**config.mk**
```make
export PLATFORM = sky130hd
export DESIGN_NAME = row_range_matrix_multiply
export DESIGN_NICKNAME = d
export VERILOG_FILES = /design/src/rrmm_pkg.sv /design/src/row_range_matrix_multiply.sv /design/src/rrmm_front.sv /design/src/rrmm_cmd_fifo.sv /design/src/rrmm_back.sv
export SDC_FILE = /design/constraint.sdc
export NUM_CORES = 2
export LEC_CHECK = 0
export ABC_AREA = 1
export BUFFER_PORTS_ARGS = -buffer_cell sky130_fd_sc_hd__buf_4
export CAP_MARGIN = 20
export CORE_MARGIN = 5
export CORE_UTILIZATION = 62
export DETAILED_ROUTE_END_ITERATION = 16
export GPL_TIMING_DRIVEN = 0
export PLACE_DENSITY_LB_ADDON = 0.08
export SYNTH_ARGS = -nofsm -noshare
export SYNTH_HDL_FRONTEND = slang
export SYNTH_SLANG_ARGS = --single-unit
```
**constraint.sdc**
```tcl
create_clock -name i_clk -period 9.1 [get_ports i_clk]
set_input_delay 1.82 -clock i_clk [delete_from_list [all_inputs] [get_ports i_clk]]
set_output_delay 1.82 -clock i_clk [all_outputs]
set_load 0.1 [all_outputs]
```
**src/rrmm_pkg.sv**
```systemverilog
`timescale 1ns / 1ps
// ----------------------------------------------------------------------------
// rrmm_pkg
// Shared types and constants for the row-range matrix multiply block.
// ----------------------------------------------------------------------------
package rrmm_pkg;

    // Field widths fixed by the stream format
    localparam int IDX_W = 3;
    localparam int VAL_W = 16;
    localparam int PROD_W = 2 * VAL_W;
    localparam int SUM_W = 35;
    localparam int DIM_W = 4;

    // Stream packing
    localparam int S_DATA_W = 24;   // row, col, value = 22 bits, padded
    localparam int S_USER_W = 2;
    localparam int M_DATA_W = 48;   // row, col, sum = 41 bits, padded
    localparam int M_PAD_W = M_DATA_W - (2 * IDX_W + SUM_W);

    // Item kinds carried in tuser
    localparam logic [1:0] KIND_WR_A = 2'd0;
    localparam logic [1:0] KIND_WR_B = 2'd1;
    localparam logic [1:0] KIND_START = 2'd2;

    // Configuration register indexes
    localparam int CFG_ADDR_W = 2;
    localparam logic [CFG_ADDR_W-1:0] CFG_DIM = 2'd0;
    localparam logic [CFG_ADDR_W-1:0] CFG_ROW_BEGIN = 2'd1;
    localparam logic [CFG_ADDR_W-1:0] CFG_ROW_END = 2'd2;

    // Command queue between front and back
    localparam int CMD_DEPTH = 4;
    localparam int CMD_PTR_W = $clog2(CMD_DEPTH);

    typedef struct packed {
        logic [1:0]              kind;
        logic [IDX_W-1:0]        row;
        logic [IDX_W-1:0]        col;
        logic signed [VAL_W-1:0] value;
    } t_cmd;

    // Queue status seen by the back end
    typedef struct packed {
        logic full;
        logic empty;
    } t_q_status;

endpackage

```
**src/row_range_matrix_multiply.sv**
```systemverilog
`timescale 1ns / 1ps
// ----------------------------------------------------------------------------
// row_range_matrix_multiply
// Square matrix multiply over a configurable row range, with A and B loaded
// entry by entry and the product streamed out in row-major order.
// ----------------------------------------------------------------------------
// Usage: load every A and B entry inside matrix_dim (tuser = 0 for A, 1 for B,
// row and column in tdata), then send a start transaction (tuser = 2). Each
// load and each start passes through a four-deep command queue and is taken by
// the back end while it is idle. A start then produces one result per column
// for each row from row_begin to row_end (clipped to matrix_dim - 1), the
// final one flagged with tlast; an empty range gives nothing. Each result is
// built with one multiply-accumulate per cycle, fed by a single read port on
// each store, through read, multiply and accumulate stages, and a new result
// starts only once the output register has been taken. Loads keep being
// queued while a run is in progress.
module row_range_matrix_multiply
    import rrmm_pkg::*;
#(
    parameter int DIM_MAX = 8
) (
    input  logic                  i_clk,
    input  logic                  i_rst_n,
    input  logic                  i_cfg_we,
    input  logic [CFG_ADDR_W-1:0] i_cfg_addr,
    input  logic [DIM_W-1:0]      i_cfg_data,
    input  logic                  s_axis_tvalid,
    output logic                  s_axis_tready,
    input  logic [S_DATA_W-1:0]   s_axis_tdata,   // row_index[2:0], col_index[5:3],
                                                  // entry_value[21:6]
    input  logic [S_USER_W-1:0]   s_axis_tuser,   // kind[1:0]
    output logic                  m_axis_tvalid,
    input  logic                  m_axis_tready,
    output logic [M_DATA_W-1:0]   m_axis_tdata,   // out_row[2:0], out_col[5:3],
                                                  // product_sum[40:6]
    output logic                  m_axis_tlast    // last
);

    logic      w_push;
    logic      w_pop;
    t_cmd      w_cmd_in;
    t_cmd      w_cmd_out;
    t_q_status w_q_status;

    rrmm_front #(
        .DIM_MAX(DIM_MAX)
    ) u_front (
        .s_axis_tvalid (s_axis_tvalid),
        .s_axis_tready (s_axis_tready),
        .s_axis_tdata  (s_axis_tdata),
        .s_axis_tuser  (s_axis_tuser),
        .i_q_status    (w_q_status),
        .o_push        (w_push),
        .o_cmd         (w_cmd_in)
    );

    rrmm_cmd_fifo u_queue (
        .i_clk    (i_clk),
        .i_rst_n  (i_rst_n),
        .i_push   (w_push),
        .i_cmd    (w_cmd_in),
        .i_pop    (w_pop),
        .o_cmd    (w_cmd_out),
        .o_status (w_q_status)
    );

    rrmm_back #(
        .DIM_MAX(DIM_MAX)
    ) u_back (
        .i_clk         (i_clk),
        .i_rst_n       (i_rst_n),
        .i_cfg_we      (i_cfg_we),
        .i_cfg_addr    (i_cfg_addr),
        .i_cfg_data    (i_cfg_data),
        .i_cmd         (w_cmd_out),
        .i_q_status    (w_q_status),
        .o_pop         (w_pop),
        .m_axis_tvalid (m_axis_tvalid),
        .m_axis_tready (m_axis_tready),
        .m_axis_tdata  (m_axis_tdata),
        .m_axis_tlast  (m_axis_tlast)
    );

endmodule

```
**src/rrmm_front.sv**
```systemverilog
`timescale 1ns / 1ps
// ----------------------------------------------------------------------------
// rrmm_front
// Input side: takes stream transactions, drops ones with no effect and
// queues store writes and start commands for the back end.
// ----------------------------------------------------------------------------
module rrmm_front
    import rrmm_pkg::*;
#(
    parameter int DIM_MAX = 8
) (
    input  logic                s_axis_tvalid,
    output logic                s_axis_tready,
    input  logic [S_DATA_W-1:0] s_axis_tdata,   // row[2:0], col[5:3], value[21:6]
    input  logic [S_USER_W-1:0] s_axis_tuser,   // kind[1:0]
    input  t_q_status           i_q_status,
    output logic                o_push,
    output t_cmd                o_cmd
);

    logic w_accept;
    logic w_in_range;

    assign s_axis_tready = !i_q_status.full;
    assign w_accept = s_axis_tvalid && s_axis_tready;

    // Unpack the transaction
    assign o_cmd.kind = s_axis_tuser;
    assign o_cmd.row = s_axis_tdata[IDX_W-1:0];
    assign o_cmd.col = s_axis_tdata[2*IDX_W-1:IDX_W];
    assign o_cmd.value = s_axis_tdata[2*IDX_W+VAL_W-1:2*IDX_W];

    // Writes outside the store are dropped
    assign w_in_range = (int'(o_cmd.row) < DIM_MAX) && (int'(o_cmd.col) < DIM_MAX);

    // Classify: only in-range writes and starts go to the queue
    always_comb begin
        o_push = 1'b0;
        if (w_accept) begin
            unique case (s_axis_tuser)
                KIND_WR_A, KIND_WR_B: o_push = w_in_range;
                KIND_START:           o_push = 1'b1;
                default:              o_push = 1'b0;
            endcase
        end
    end

endmodule

```
**src/rrmm_cmd_fifo.sv**
```systemverilog
`timescale 1ns / 1ps
// ----------------------------------------------------------------------------
// rrmm_cmd_fifo
// Short command queue between the front and back ends.
// ----------------------------------------------------------------------------
module rrmm_cmd_fifo
    import rrmm_pkg::*;
(
    input  logic      i_clk,
    input  logic      i_rst_n,
    input  logic      i_push,
    input  t_cmd      i_cmd,
    input  logic      i_pop,
    output t_cmd      o_cmd,
    output t_q_status o_status
);

    t_cmd                 r_mem [CMD_DEPTH];
    logic [CMD_PTR_W-1:0] r_wr_ptr;
    logic [CMD_PTR_W-1:0] r_rd_ptr;
    logic [CMD_PTR_W:0]   r_count;
    logic                 w_push;
    logic                 w_pop;

    assign o_status.full = (r_count == (CMD_PTR_W + 1)'(CMD_DEPTH));
    assign o_status.empty = (r_count == '0);
    assign w_push = i_push && !o_status.full;
    assign w_pop = i_pop && !o_status.empty;
    assign o_cmd = r_mem[r_rd_ptr];

    // Pointers and fill count
    always_ff @(posedge i_clk) begin
        if (!i_rst_n) begin
            r_wr_ptr <= '0;
            r_rd_ptr <= '0;
            r_count <= '0;
        end else begin
            if (w_push) begin
                r_wr_ptr <= r_wr_ptr + 1'b1;
            end
            if (w_pop) begin
                r_rd_ptr <= r_rd_ptr + 1'b1;
            end
            unique case ({w_push, w_pop})
                2'b10:   r_count <= r_count + 1'b1;
                2'b01:   r_count <= r_count - 1'b1;
                default: r_count <= r_count;
            endcase
        end
    end

    // Entry storage
    always_ff @(posedge i_clk) begin
        if (w_push) begin
            r_mem[r_wr_ptr] <= i_cmd;
        end
    end

endmodule

```
**src/rrmm_back.sv**
```systemverilog
`timescale 1ns / 1ps
// ----------------------------------------------------------------------------
// rrmm_back
// Execution side: holds the A and B stores and the configuration, and runs
// the multiply-accumulate sequencer that walks the requested rows.
// ----------------------------------------------------------------------------
module rrmm_back
    import rrmm_pkg::*;
#(
    parameter int DIM_MAX = 8
) (
    input  logic                  i_clk,
    input  logic                  i_rst_n,
    input  logic                  i_cfg_we,
    input  logic [CFG_ADDR_W-1:0] i_cfg_addr,
    input  logic [DIM_W-1:0]      i_cfg_data,
    input  t_cmd                  i_cmd,
    input  t_q_status             i_q_status,
    output logic                  o_pop,
    output logic                  m_axis_tvalid,
    input  logic                  m_axis_tready,
    output logic [M_DATA_W-1:0]   m_axis_tdata,   // row[2:0], col[5:3], sum[40:6]
    output logic                  m_axis_tlast
);

    localparam int DEPTH = DIM_MAX * DIM_MAX;
    localparam int AW = (DEPTH > 1) ? $clog2(DEPTH) : 1;

    typedef enum logic [3:0] {
        ST_IDLE  = 4'b0001,
        ST_ENTRY = 4'b0010,
        ST_ISSUE = 4'b0100,
        ST_DRAIN = 4'b1000
    } t_state;

    // Configuration
    logic [DIM_W-1:0] r_cfg_dim;
    logic [IDX_W-1:0] r_cfg_row_begin;
    logic [IDX_W-1:0] r_cfg_row_end;

    // Sequencer
    t_state           r_state, n_state;
    logic [IDX_W-1:0] r_i, n_i;
    logic [IDX_W-1:0] r_k, n_k;
    logic [IDX_W-1:0] r_j, n_j;
    logic [DIM_W-1:0] r_dim, n_dim;
    logic [IDX_W-1:0] r_last_row, n_last_row;
    logic             w_issue;
    logic             w_wr_a;
    logic             w_wr_b;
    logic             w_j_last;
    logic             w_k_last;
    logic             w_done;
    logic [DIM_W-1:0] w_dim_eff;
    logic [IDX_W-1:0] w_last_row;

    // Stores
    logic signed [VAL_W-1:0] r_mem_a [DEPTH];
    logic signed [VAL_W-1:0] r_mem_b [DEPTH];
    logic [AW-1:0]           w_waddr;
    logic [AW-1:0]           w_raddr_a;
    logic [AW-1:0]           w_raddr_b;
    logic signed [VAL_W-1:0] r_a_q;
    logic signed [VAL_W-1:0] r_b_q;

    // MAC pipeline
    logic                     r_v1, r_v2;
    logic                     r_first1, r_first2;
    logic                     r_lastj1, r_lastj2;
    logic signed [PROD_W-1:0] r_prod;
    logic signed [SUM_W-1:0]  r_acc;
    logic signed [SUM_W-1:0]  w_sum;

    // Output register
    logic                    r_out_valid;
    logic [IDX_W-1:0]        r_out_row;
    logic [IDX_W-1:0]        r_out_col;
    logic signed [SUM_W-1:0] r_out_sum;
    logic                    r_out_last;

    // Configuration writes; an unknown index does nothing
    always_ff @(posedge i_clk) begin
        if (!i_rst_n) begin
            r_cfg_dim <= DIM_W'(DIM_MAX);
            r_cfg_row_begin <= '0;
            r_cfg_row_end <= 3'd7;
        end else if (i_cfg_we) begin
            unique case (i_cfg_addr)
                CFG_DIM:       r_cfg_dim <= i_cfg_data;
                CFG_ROW_BEGIN: r_cfg_row_begin <= i_cfg_data[IDX_W-1:0];
                CFG_ROW_END:   r_cfg_row_end <= i_cfg_data[IDX_W-1:0];
                default:       ;
            endcase
        end
    end

    // Effective size and clipped last row
    always_comb begin
        priority if (r_cfg_dim == '0) begin
            w_dim_eff = DIM_W'(1);
        end else if (int'(r_cfg_dim) > DIM_MAX) begin
            w_dim_eff = DIM_W'(DIM_MAX);
        end else begin
            w_dim_eff = r_cfg_dim;
        end
        if ({1'b0, r_cfg_row_end} > (w_dim_eff - 1'b1)) begin
            w_last_row = IDX_W'(w_dim_eff - 1'b1);
        end else begin
            w_last_row = r_cfg_row_end;
        end
    end

    assign w_j_last = ({1'b0, r_j} == (r_dim - 1'b1));
    assign w_k_last = ({1'b0, r_k} == (r_dim - 1'b1));
    assign w_done = r_v2 && r_lastj2;

    // Sequencer next state
    always_comb begin
        n_state = r_state;
        n_i = r_i;
        n_k = r_k;
        n_j = r_j;
        n_dim = r_dim;
        n_last_row = r_last_row;
        o_pop = 1'b0;
        w_issue = 1'b0;
        w_wr_a = 1'b0;
        w_wr_b = 1'b0;
        unique case (r_state)
            ST_IDLE: begin
                if (!i_q_status.empty) begin
                    o_pop = 1'b1;
                    unique case (i_cmd.kind)
                        KIND_WR_A: w_wr_a = 1'b1;
                        KIND_WR_B: w_wr_b = 1'b1;
                        KIND_START: begin
                            n_dim = w_dim_eff;
                            n_last_row = w_last_row;
                            n_i = r_cfg_row_begin;
                            n_k = '0;
                            if (r_cfg_row_begin <= w_last_row) begin
                                n_state = ST_ENTRY;
                            end
                        end
                        default: ;
                    endcase
                end
            end
            ST_ENTRY: begin
                // Start a new entry only once the output register is free
                if (!r_out_valid) begin
                    n_j = '0;
                    n_state = ST_ISSUE;
                end
            end
            ST_ISSUE: begin
                w_issue = 1'b1;
                n_j = r_j + 1'b1;
                if (w_j_last) begin
                    n_state = ST_DRAIN;
                end
            end
            ST_DRAIN: begin
                if (w_done) begin
                    priority if (!w_k_last) begin
                        n_k = r_k + 1'b1;
                        n_state = ST_ENTRY;
                    end else if (r_i == r_last_row) begin
                        n_state = ST_IDLE;
                    end else begin
                        n_i = r_i + 1'b1;
                        n_k = '0;
                        n_state = ST_ENTRY;
                    end
                end
            end
            default: n_state = ST_IDLE;
        endcase
    end

    always_ff @(posedge i_clk) begin
        if (!i_rst_n) begin
            r_state <= ST_IDLE;
        end else begin
            r_state <= n_state;
        end
        r_i <= n_i;
        r_k <= n_k;
        r_j <= n_j;
        r_dim <= n_dim;
        r_last_row <= n_last_row;
    end

    // Store addresses: write from the queue head, read A[i][j] and B[j][k]
    assign w_waddr = AW'(int'(i_cmd.row) * DIM_MAX + int'(i_cmd.col));
    assign w_raddr_a = AW'(int'(r_i) * DIM_MAX + int'(r_j));
    assign w_raddr_b = AW'(int'(r_j) * DIM_MAX + int'(r_k));

    always_ff @(posedge i_clk) begin
        if (w_wr_a) begin
            r_mem_a[w_waddr] <= i_cmd.value;
        end
        r_a_q <= r_mem_a[w_raddr_a];
    end

    always_ff @(posedge i_clk) begin
        if (w_wr_b) begin
            r_mem_b[w_waddr] <= i_cmd.value;
        end
        r_b_q <= r_mem_b[w_raddr_b];
    end

    // MAC pipeline: read, multiply, accumulate
    assign w_sum = r_first2 ? SUM_W'(r_prod) : (r_acc + SUM_W'(r_prod));

    always_ff @(posedge i_clk) begin
        if (!i_rst_n) begin
            r_v1 <= 1'b0;
            r_v2 <= 1'b0;
        end else begin
            r_v1 <= w_issue;
            r_v2 <= r_v1;
        end
        r_first1 <= (r_j == '0);
        r_lastj1 <= w_j_last;
        r_first2 <= r_first1;
        r_lastj2 <= r_lastj1;
        r_prod <= r_a_q * r_b_q;
        if (r_v2) begin
            r_acc <= w_sum;
        end
    end

    // Output register
    always_ff @(posedge i_clk) begin
        if (!i_rst_n) begin
            r_out_valid <= 1'b0;
        end else if (w_done) begin
            r_out_valid <= 1'b1;
        end else if (m_axis_tready) begin
            r_out_valid <= 1'b0;
        end
        if (w_done) begin
            r_out_row <= r_i;
            r_out_col <= r_k;
            r_out_sum <= w_sum;
            r_out_last <= w_k_last && (r_i == r_last_row);
        end
    end

    assign m_axis_tvalid = r_out_valid;
    assign m_axis_tdata = {{M_PAD_W{1'b0}}, r_out_sum, r_out_col, r_out_row};
    assign m_axis_tlast = r_out_last;

endmodule

```
==> impl_results.md <==
* DP HPWL at 256000 um
* Worst-path maximum fanout at 10
* Reg2Reg Setup Slack at 1880 ps
* Die ar. at 177000 um^2
* Postcts setup bufs at 0
* Post-synth EDFFs at 2237
* Worst-skew pair later-pin latency at 890 ps
* CTS Buf Count at 222
* # rows at 150
* Max Freq at 139 MHz
* I/O Buffers at 77
* Min cycle time layout at 7220 ps
* TritonRoute pass-1 iters at 8
* DR WL/cell at 29.4 um
* CTS tree: built
* H-tree depth at 4
* Die Width at 420 um
* Slew at the pin closest to its max-slew limit at 1260 ps
* Final #Nets at 10.0k
* Worst hold path depth at 0
* YS warnings at 0
* RSZ-0062 raised after global routing: false
* Flops & latches, synth at 2331
* Final setup fails at 0
* First-pass GRT wire length at 500000 um
* Clock transition at the registers of the reported paths at 60 ps
* # clock sinks at 2331
* Most common cell after layout, fill and taps aside: edfxtp_1
* Largest net degree at the start of global routing at 36
* Crit path from: u_back.r_b_q[6]
* Pins Over Slew Limit at 0
* Syn Inst Count at 9081
* Hold path start: u_back.r_first1
* R2r worst-path depth at 21
* Hold WC Path Type: reg -> reg
* Max clock buf depth at 3
* Hold_buf cts at 0
* CORE AREA at 167000 um^2
* Placed inst area at 112000 um^2
* CP Launch Type: flip-flop
* Initial Utilization at 0.624
* Post-CTS sizing at 0
* Commonest cells after routing, fill and taps aside: edfxtp_1, nand2_1, nor2_1, o21ai_0, inv_1
* Remaining antenna violation count at 0
* Critical Path AT at 7900 ps
* Worst r2r src: u_back.r_b_q[6]
* Initial antenna violation count at 19
* Routability congestion estimate at 1.03
* Routed vias/inst at 6.40
* Root Driver: clkbuf_16
* First-iteration detailed-routing DRC count at 12.1k
* Max_cap viols at 0
* Final worst-path cycle share at 0.793
* Total Wirelength at 352000 um
* Die height at 420 um
* Synth Cell Area at 104000 um^2
* Clk_skew at 51.4 ps
* Number of global-route vias before repair at 72.7k
* Syn-to-layout area delta at 14.4%
* Ports at 88
* Crit. End Element: flip-flop
* Synth cell types at 46
* Global Route Usage Sum at 0.396
* Critical path class: reg -> reg
* Grt ovf at 0
* CP required at 9780 ps
* Ys async rst share at 0
* Seq/Total Area, Yosys at 0.662
* Status: completed
* Synth Flop Type: edfxtp_1
* Max-slew headroom at 0.162
* Layout cell share with drive strength beyond 1 at 0.0961
* DRC Markers at 0
* Hold Fails Final Rpt at 0
* Vias after detailed routing at 76.7k
* Synthesized area per cell at 11.5 um^2
* Finished layout cell area at 119000 um^2
==> layer usage <==
layer	track usage	routed length, um	vias up
li1	-	-	32700
met1	0.544	129000	37400
met2	0.598	156000	5677
met3	0.118	48500	924
met4	0.170	18500	22
met5	0	142	-
==> stage by stage <==
| stage | setup TNS [ps] | utilization | worst slack (ps) | hold slack (ps) | instances |
|---|---|---|---|---|---|
| 6_report | 0 | 0.714 | 1880 | 324 | 12000 |
| 5_1_grt | 0 | 0.714 | 1700 | 326 | 12000 |
| 4_1_cts | 0 | 0.714 | 1940 | 325 | 12000 |
| 3_5_place_dp | 0 | 0.672 | 1970 | 315 | 11600 |
| 3_3_place_gp | -6566980 | 0.644 | -3850 | 313 | 11400 |
| 2_1_floorplan | 0 | - | 3560 | 310 | 9087 |
==> final timing paths <==
check	endpoint
worst max-delay path	u_back.r_prod[31]
worst min register to register	u_back.r_first2
worst min-delay path	u_back.r_first2
worst max register to register	u_back.r_prod[31]
==> logic make-up after synthesis <==
kind of cell	synth area share
AND/OR/NAND/NOR	0.129
other	0.0000359
AO/OA/AOI/OAI	0.0917
XOR/XNOR	0.00395
flip-flops	0.662
buffers and inverters	0.0469
adder cells (fa/ha/maj)	0.0666
==> final cells by class <==
| class | instances | area (um^2) |
|---|---|---|
| buffer | 545 | 2590 |
| clock inverter | 128 | 1180 |
| antenna | 3 | 7.51 |
| tap | 2204 | 2760 |
| fill | 11400 | 47900 |
| multi-input combinational | 5599 | 31000 |
| clock buffer | 287 | 5870 |
| timing repair buffer | 276 | 4590 |
| sequential | 2331 | 69100 |
| inverter | 612 | 2300 |
==> state kept, by name, summed over array words and instances (netlist names), 2 cells and up, named ones only <==
| signal | cells |
|---|---|
| u_back.r_a_q | 16 |
| u_back.r_acc | 35 |
| u_back.r_b_q | 16 |
| u_back.r_cfg_dim | 4 |
| u_back.r_cfg_row_begin | 3 |
| u_back.r_cfg_row_end | 3 |
| u_back.r_dim | 4 |
| u_back.r_i | 3 |
| u_back.r_j | 3 |
| u_back.r_k | 3 |
| u_back.r_last_row | 3 |
| u_back.r_mem_a | 1024 |
| u_back.r_mem_b | 1024 |
| u_back.r_out_col | 3 |
| u_back.r_out_row | 3 |
| u_back.r_out_sum | 35 |
| u_back.r_prod | 32 |
| u_back.r_state | 4 |
| u_queue.r_count | 3 |
| u_queue.r_mem | 96 |
| u_queue.r_rd_ptr | 2 |
| u_queue.r_wr_ptr | 2 |
==> Yosys cell counts (22+ instances only) <==
library cell | n | area, um^2
a21oi_1 | 114 | 571
buf_1 | 37 | 139
buf_2 | 104 | 521
buf_6 | 36 | 405
clkbuf_1 | 343 | 1290
dfxtp_1 | 94 | 1880
edfxtp_1 | 2237 | 67200
fa_1 | 264 | 5290
ha_1 | 133 | 1660
inv_1 | 602 | 2260
nand2_1 | 1599 | 6000
nand3_1 | 411 | 2060
nor2_1 | 1294 | 4860
o21ai_0 | 1061 | 5310
o21ai_1 | 38 | 190
o22ai_1 | 512 | 3200
xnor2_1 | 25 | 219
xor2_1 | 22 | 193
==> critical path, stage by stage (launching register included) <==
cell,delay (ps)
dfxtp_1,300
clkbuf_1,420
clkbuf_1,580
nand2_1,180
fa_1,550
inv_1,80
fa_1,860
inv_1,130
fa_1,510
fa_1,570
fa_1,440
fa_1,650
inv_1,90
ha_1,410
nand2_1,130
nor3_1,220
nand2_1,110
or2_2,300
nand3_1,190
inv_1,70
nand3_1,70
nand2_1,170
Power is not shown: default switching activity piles up to over one toggle a cycle in this logic, so the estimate is an artifact.
